[config.mk]
export PLATFORM = sky130hd
export DESIGN_NAME = http_request_head_parser_core
export DESIGN_NICKNAME = d
export VERILOG_FILES = /design/src/rtl/core/hrp_pkg.sv /design/src/rtl/core/http_request_head_parser_core.sv /design/src/rtl/core/hrp_front.sv /design/src/rtl/core/hrp_queue.sv /design/src/rtl/core/hrp_back.sv
export SDC_FILE = /design/constraint.sdc
export NUM_CORES = 1
export LEC_CHECK = 0
export ABC_AREA = 1
export BUFFER_PORTS_ARGS = -buffer_cell sky130_fd_sc_hd__buf_2
export CAP_MARGIN = 30
export CELL_PAD_IN_SITES_DETAIL_PLACEMENT = 1
export CELL_PAD_IN_SITES_GLOBAL_PLACEMENT = 2
export CORE_UTILIZATION = 38
export CTS_CLUSTER_DIAMETER = 200
export DETAILED_ROUTE_END_ITERATION = 12
export PLACE_DENSITY = 0.77
export REMOVE_ABC_BUFFERS = 1
export SYNTH_ARGS = -nofsm -noshare
export SYNTH_HDL_FRONTEND = slang
export SYNTH_SLANG_ARGS = --single-unit
[constraint.sdc]
create_clock -name i_clk -period 3.3 [get_ports i_clk]
set_input_delay 0.165 -clock i_clk [delete_from_list [all_inputs] [get_ports i_clk]]
set_output_delay 0.165 -clock i_clk [all_outputs]
set_load 0.02 [all_outputs]
[src/rtl/core/hrp_pkg.sv]
package hrp_pkg;

    localparam logic [7:0] CH_SP    = 8'h20;
    localparam logic [7:0] CH_CR    = 8'h0D;
    localparam logic [7:0] CH_LF    = 8'h0A;
    localparam logic [7:0] CH_COLON = 8'h3A;

    typedef enum logic [9:0] {
        PH_METHOD   = 10'b00_0000_0001,
        PH_URL      = 10'b00_0000_0010,
        PH_PROTO    = 10'b00_0000_0100,
        PH_PROTO_LF = 10'b00_0000_1000,
        PH_LINE     = 10'b00_0001_0000,
        PH_HELD_CR  = 10'b00_0010_0000,
        PH_KEY      = 10'b00_0100_0000,
        PH_KEY_SP   = 10'b00_1000_0000,
        PH_VALUE    = 10'b01_0000_0000,
        PH_VALUE_LF = 10'b10_0000_0000
    } t_phase;

    typedef enum logic [2:0] {
        CLS_METHOD = 3'd0,
        CLS_URL    = 3'd1,
        CLS_PROTO  = 3'd2,
        CLS_KEY    = 3'd3,
        CLS_VALUE  = 3'd4,
        CLS_DELIM  = 3'd5
    } t_class;

    typedef enum logic [1:0] {
        VD_BUSY   = 2'd0,
        VD_ACCEPT = 2'd1,
        VD_REJECT = 2'd2
    } t_verdict;

    // One queued job: an optional leading CR result, then the main result.
    typedef struct packed {
        logic [7:0] data;
        t_class     cls;
        t_verdict   vd;
        logic       pair;
        t_class     pre_cls;
    } t_entry;

    typedef struct packed {
        logic   valid;
        t_entry entry;
    } t_q_push;

    typedef struct packed {
        logic   empty;
        t_entry head;
    } t_q_head;

endpackage

[src/rtl/core/http_request_head_parser_core.sv]
// Channel  Dir  Handshake              Payload
// s        in   i_s_tvalid/o_s_tready  tdata[7:0] data_byte; tuser[0] end_of_input
// m        out  o_m_tvalid/i_m_tready  tdata[7:0] byte_out, [9:8] verdict;
//                                      tuser[2:0] field_class; tlast last
//
// One byte is accepted per cycle while the result queue has room; a result
// passes through the queue and then the output register before it appears.
// A CR held at a line start and the byte after it give two results, which
// leave the output one after the other; the queue absorbs that and short output stalls,
// and o_s_tready drops while it is full.
// Reset is synchronous, active low; the parser restarts at the method field.
module http_request_head_parser_core
    import hrp_pkg::*;
#(
    parameter int QUEUE_DEPTH = 4
) (
    input  logic        i_clk,
    input  logic        i_rst_n,
    input  logic        i_s_tvalid,
    output logic        o_s_tready,
    input  logic [7:0]  i_s_tdata,   // [7:0] data_byte
    input  logic [0:0]  i_s_tuser,   // [0] end_of_input
    output logic        o_m_tvalid,
    input  logic        i_m_tready,
    output logic [15:0] o_m_tdata,   // [7:0] byte_out, [9:8] verdict
    output logic [2:0]  o_m_tuser,   // [2:0] field_class
    output logic        o_m_tlast
);

    t_q_push  w_push;
    t_q_head  w_head;
    logic     w_full;
    logic     w_pop;
    logic     w_accept;
    logic [7:0] w_byte;
    t_class   w_cls;
    t_verdict w_vd;

    assign o_s_tready = !w_full;
    assign w_accept   = i_s_tvalid && !w_full;

    hrp_front u_front (
        .i_clk          (i_clk),
        .i_rst_n        (i_rst_n),
        .i_accept       (w_accept),
        .i_data_byte    (i_s_tdata),
        .i_end_of_input (i_s_tuser[0]),
        .o_push         (w_push)
    );

    hrp_queue #(
        .DEPTH (QUEUE_DEPTH)
    ) u_queue (
        .i_clk   (i_clk),
        .i_rst_n (i_rst_n),
        .i_push  (w_push),
        .i_pop   (w_pop),
        .o_full  (w_full),
        .o_head  (w_head)
    );

    hrp_back u_back (
        .i_clk   (i_clk),
        .i_rst_n (i_rst_n),
        .i_head  (w_head),
        .o_pop   (w_pop),
        .o_valid (o_m_tvalid),
        .i_ready (i_m_tready),
        .o_byte  (w_byte),
        .o_cls   (w_cls),
        .o_vd    (w_vd),
        .o_last  (o_m_tlast)
    );

    assign o_m_tdata = {6'b0, w_vd, w_byte};
    assign o_m_tuser = w_cls;

`ifndef NO_ASSERTIONS
    a_no_overflow: assert property (@(posedge i_clk) disable iff (!i_rst_n)
        !(w_push.valid && w_full))
        else $error("push into full result queue");

    a_pair_pending: assert property (@(posedge i_clk) disable iff (!i_rst_n)
        (o_m_tvalid && !o_m_tlast) |-> !w_head.empty)
        else $error("leading CR shown without its entry queued");

    a_accept_form: assert property (@(posedge i_clk) disable iff (!i_rst_n)
        (o_m_tvalid && w_vd == VD_ACCEPT) |-> (o_m_tlast && w_cls == CLS_DELIM))
        else $error("accept verdict on a non-final or non-delimiter result");

    a_pop_on_last: assert property (@(posedge i_clk) disable iff (!i_rst_n)
        w_pop |=> (o_m_tvalid && o_m_tlast))
        else $error("queue entry retired without its final result");
`endif

endmodule

[src/rtl/core/hrp_front.sv]
module hrp_front
    import hrp_pkg::*;
(
    input  logic       i_clk,
    input  logic       i_rst_n,
    input  logic       i_accept,
    input  logic [7:0] i_data_byte,
    input  logic       i_end_of_input,
    output t_q_push    o_push
);

    t_phase r_phase, n_phase;
    t_entry w_entry;
    logic   w_emit;

    always_comb begin
        n_phase       = r_phase;
        w_emit        = 1'b1;
        w_entry.data  = i_data_byte;
        w_entry.cls   = CLS_DELIM;
        w_entry.vd    = VD_BUSY;
        w_entry.pair  = 1'b0;
        w_entry.pre_cls = CLS_KEY;
        if (i_end_of_input) begin
            w_entry.data = '0;
            w_entry.vd   = VD_REJECT;
            n_phase      = PH_METHOD;
        end else begin
            case (r_phase)
                PH_URL: begin
                    if (i_data_byte == CH_SP) n_phase = PH_PROTO;
                    else w_entry.cls = CLS_URL;
                end
                PH_PROTO: begin
                    if (i_data_byte == CH_CR) n_phase = PH_PROTO_LF;
                    else w_entry.cls = CLS_PROTO;
                end
                PH_PROTO_LF, PH_VALUE_LF, PH_KEY_SP: begin
                    if (r_phase == PH_KEY_SP && i_data_byte == CH_SP) begin
                        n_phase = PH_VALUE;
                    end else if (r_phase != PH_KEY_SP && i_data_byte == CH_LF) begin
                        n_phase = PH_LINE;
                    end else begin
                        w_entry.vd = VD_REJECT;
                        n_phase    = PH_METHOD;
                    end
                end
                PH_LINE, PH_HELD_CR, PH_KEY: begin
                    if (r_phase == PH_LINE && i_data_byte == CH_CR) begin
                        // hold the CR until the next byte decides
                        w_emit  = 1'b0;
                        n_phase = PH_HELD_CR;
                    end else if (r_phase == PH_HELD_CR && i_data_byte == CH_LF) begin
                        w_entry.pair    = 1'b1;
                        w_entry.pre_cls = CLS_DELIM;
                        w_entry.vd      = VD_ACCEPT;
                        n_phase         = PH_METHOD;
                    end else begin
                        w_entry.pair = (r_phase == PH_HELD_CR);
                        if (i_data_byte == CH_COLON) begin
                            n_phase = PH_KEY_SP;
                        end else begin
                            w_entry.cls = CLS_KEY;
                            n_phase     = PH_KEY;
                        end
                    end
                end
                PH_VALUE: begin
                    if (i_data_byte == CH_CR) n_phase = PH_VALUE_LF;
                    else w_entry.cls = CLS_VALUE;
                end
                default: begin
                    if (i_data_byte == CH_SP) begin
                        n_phase = PH_URL;
                    end else begin
                        w_entry.cls = CLS_METHOD;
                        n_phase     = PH_METHOD;
                    end
                end
            endcase
        end
    end

    always_ff @(posedge i_clk) begin
        if (!i_rst_n) begin
            r_phase <= PH_METHOD;
        end else if (i_accept) begin
            r_phase <= n_phase;
        end
    end

    assign o_push.valid = i_accept && w_emit;
    assign o_push.entry = w_entry;

endmodule

[src/rtl/core/hrp_queue.sv]
module hrp_queue
    import hrp_pkg::*;
#(
    parameter int DEPTH = 4
) (
    input  logic    i_clk,
    input  logic    i_rst_n,
    input  t_q_push i_push,
    input  logic    i_pop,
    output logic    o_full,
    output t_q_head o_head
);

    localparam int AW = $clog2(DEPTH);
    localparam int CW = $clog2(DEPTH + 1);

    t_entry          r_mem [DEPTH];
    logic [AW-1:0]   r_wr, r_rd;
    logic [CW-1:0]   r_cnt;

    always_ff @(posedge i_clk) begin
        if (i_push.valid) begin
            r_mem[r_wr] <= i_push.entry;
        end
    end

    always_ff @(posedge i_clk) begin
        if (!i_rst_n) begin
            r_wr  <= '0;
            r_rd  <= '0;
            r_cnt <= '0;
        end else begin
            if (i_push.valid) begin
                r_wr <= (r_wr == AW'(DEPTH - 1)) ? '0 : r_wr + AW'(1);
            end
            if (i_pop) begin
                r_rd <= (r_rd == AW'(DEPTH - 1)) ? '0 : r_rd + AW'(1);
            end
            r_cnt <= r_cnt + CW'(i_push.valid) - CW'(i_pop);
        end
    end

    assign o_full       = (r_cnt == CW'(DEPTH));
    assign o_head.empty = (r_cnt == '0);
    assign o_head.head  = r_mem[r_rd];

endmodule

[src/rtl/core/hrp_back.sv]
module hrp_back
    import hrp_pkg::*;
(
    input  logic       i_clk,
    input  logic       i_rst_n,
    input  t_q_head    i_head,
    output logic       o_pop,
    output logic       o_valid,
    input  logic       i_ready,
    output logic [7:0] o_byte,
    output t_class     o_cls,
    output t_verdict   o_vd,
    output logic       o_last
);

    logic       r_valid;
    logic       r_half;
    logic [7:0] r_byte;
    t_class     r_cls;
    t_verdict   r_vd;
    logic       r_last;
    logic       w_load;
    logic       w_pre;

    assign w_load = (!r_valid || i_ready) && !i_head.empty;
    // first half of a held-CR pair: emit the CR, keep the entry at the head
    assign w_pre  = i_head.head.pair && !r_half;
    assign o_pop  = w_load && !w_pre;

    always_ff @(posedge i_clk) begin
        if (!i_rst_n) begin
            r_valid <= 1'b0;
            r_half  <= 1'b0;
        end else if (w_load) begin
            r_valid <= 1'b1;
            r_half  <= w_pre;
        end else if (i_ready) begin
            r_valid <= 1'b0;
        end
    end

    always_ff @(posedge i_clk) begin
        if (w_load) begin
            if (w_pre) begin
                r_byte <= CH_CR;
                r_cls  <= i_head.head.pre_cls;
                r_vd   <= VD_BUSY;
                r_last <= 1'b0;
            end else begin
                r_byte <= i_head.head.data;
                r_cls  <= i_head.head.cls;
                r_vd   <= i_head.head.vd;
                r_last <= 1'b1;
            end
        end
    end

    assign o_valid = r_valid;
    assign o_byte  = r_byte;
    assign o_cls   = r_cls;
    assign o_vd    = r_vd;
    assign o_last  = r_last;

endmodule
==> reports/results.ini <==
[status]
status = finished clean

[sta]
relSlewSlack_pct = 62.6
rsz0062_at_grt = no
fmax_ghz = 0.377
period_share_pct = 80.5
slew_viol_final = 0
fin_skew_ns = 0.00708
worst_pin_slew_ns = 0.560
period_minus_slack_ns = 2.66
worst_slack_ns = 0.644
hold_viol_final = 0
setup_viol = 0
tns_ns = 0
holdWs_ns = 0.166

[floorplan]
die_area_um2 = 12000
num_io_pins = 35
core_um2 = 11000
rows = 38
fp.dieH_um = 110
dieWidth_um = 110
initial_core_util_pct = 39.8

[synth]
syn_inst = 442
yosys-top-cells-count = nor2_1 (91), edfxtp_1 (78), inv_1 (51), nand2_1 (41), o21ai_0 (41)
seq_area_frac_synth_pct = 62.9
syn_avg_cell_area_um2 = 9.94
ys_seq_elements = 99
syn-cell-area_um2 = 4400
synth_warnings = 0
yosysMostFrequentCell = nor2_1
yosys.area.top_type = edfxtp_1
async_reset_ff_share_pct = 0
synth_flop_cell = edfxtp_1
ys_types = 33
synth-edff-count = 78
yosysTopAreaCellShare_pct = 53.3
yosys-top-cells-area = edfxtp_1 (53%), dfxtp_1 (9.6%), nor2_1 (7.8%)

[clocking]
cts-root-buf = clkbuf_16
tritoncts = built
cts.sinks = 99
numCtsBuffers = 9
cts_hold_buf = 0
cts_setup_buffers = 0
clk_latency_ns = 0.34
cts-resized-gates = 0
clk_pin_slew_ns = 0.07
clk_path_buf_depth = 2
htreeDepth = 3

[worst_setup_path]
critPathCaptureType = register
cp.arrival_ns = 2.89
path_max_fanout = 18
cp.required_ns = 3.53
start_kind = register
crit_type = register to register

[grt]
track_usage_pct = 19.2
grt_pass1_vias = 3248
grt_first_pass_wirelength_um = 16900
grt_overflow = 0
grt_max_degree = 31
antenna_found_initial = 0

[final_layout]
insertedDiodeCount = 0
fillCellCount = 1277
area_growth_pct = 13.2
regArea_um2 = 2760
finalNetCount = 498
final_util_pct = 45.1
drive_above_1_share_pct = 14.9
multiInputGateArea_um2 = 1340
final_design_area_no_fill_um2 = 4970

[power_and_ir_drop]
powerDensity_nw_per_um2 = 807
irDropWorstVdd_mv = 0.300
cellLeakagePower_uw = 0.00194

[drt]
num_vias = 3106
drt-initial-drc-count = 124
totalWireLength_um = 10500
antenna_left = 0
wl_per_cell_um = 16.9
drc_errors = 0
routed_via_density = 4.99
dr.pass1.iters = 4

[min_path]
min_path_type = input pin to register

[place]
pre_cts_ws_ns = 0.640
hpwl_um = 7310
place_area_um2 = 4700
gp_congestion = 0.811
io_buffers = 28

[run]
max_cap_viol_count = 0

==> placed cells by master, fill, tap and decap left out, drive strengths merged, types with 3 or more instances in the layout <==
master and instances:
dfxtp 21, a21oi 14, o22ai 10, clkbuf 9, o221ai 4, o21ai 44, nand2 46, nand3 25
nor2 98, nand4 3, edfxtp 78, inv 56, buf 38, nor3 6, clkinvlp 3, conb 6
ha 7, clkinv 5
==> kinds of logic (layout without fill, tap and decap cells) <==
| kind of cell | Yosys count | in the layout | share of synthesized area (%) |
|---|---|---|---|
| and+or+nand+nor | 179 | 179 | 17.3 |
| DFF | 99 | 99 | 62.9 |
| AOI/OAI and AO/OA | 78 | 78 | 9.88 |
| buffers and inverters | 76 | 111 | 7.23 |
| adders and majority gates | 8 | 8 | 2.45 |
| other | 1 | 6 | 0.0853 |
| xor gates and xnor gates | 1 | 1 | 0.199 |
==> power breakdown <==
| part | internal, µW | leakage, µW | switching [µW] |
|---|---|---|---|
| Clock | 507 | 0.000123 | 455 |
| Combinational | 397 | 0.000922 | 877 |
| Sequential | 1660 | 0.000893 | 114 |
==> metrics by stage <==
stage                     total power, µW  instances
after floorplan                      2580        428
after global placement               3050        606
after detailed placement             3110        606
after CTS                            4070        622
after global routing                 4270        622
final                                4010        622
==> worst max-delay path: stages (launching register included) <==
cell and delay [ns]:
dfxtp_1 0.67, o21ai_0 0.22, o22ai_1 0.23, nand2_1 0.11
nand2_1 0.09, inv_1 0.09, ha_1 0.28, inv_1 0.05
ha_1 0.13, inv_1 0.05, fa_1 0.41, o21ai_0 0.17
a21oi_1 0.05
==> final cells by class <==
class / count / area share, %
clock inverters: 7 / 0.881
flip-flops and latches: 99 / 55.5
multi-input cells: 272 / 26.9
repair buffers: 38 / 4.33
inverters: 57 / 4.30
well taps: 140 / 3.52
clock buffers: 9 / 4.53
==> worst paths after layout <==
kind	startpoint	end	slack [ns]	cells past startpoint
worst max register to register	register	u_queue.r_cnt[2]	0.64	12
worst min register to register	u_front.r_phase[7]	u_front.r_phase[7]	0.49	2
worst min-delay path	i_rst_n	u_queue.r_cnt[0]	0.17	3
worst max-delay path	register	u_queue.r_cnt[2]	0.64	12
==> sequential cells by signal (all words and copies together) (netlist names), named ones only <==
register,count
u_back.o_last,1
u_back.o_valid,1
u_back.o_byte,8
u_back.o_vd,2
u_back.o_cls,3
u_queue.r_cnt,3
u_queue.r_wr,2
u_back.r_half,1
u_queue.r_rd,2
u_front.r_phase,10
u_queue.r_mem,64
==> metal layers <==
layer / part of all wire (%) / global-route usage (%)
met1: 45 / 23.0
met2: 52 / 35.4
met3: 2.3 / 3.32
met4: 0.83 / 5.05
met5: 0 / 0
No activity file was read; power rests on OpenSTA's default activity.
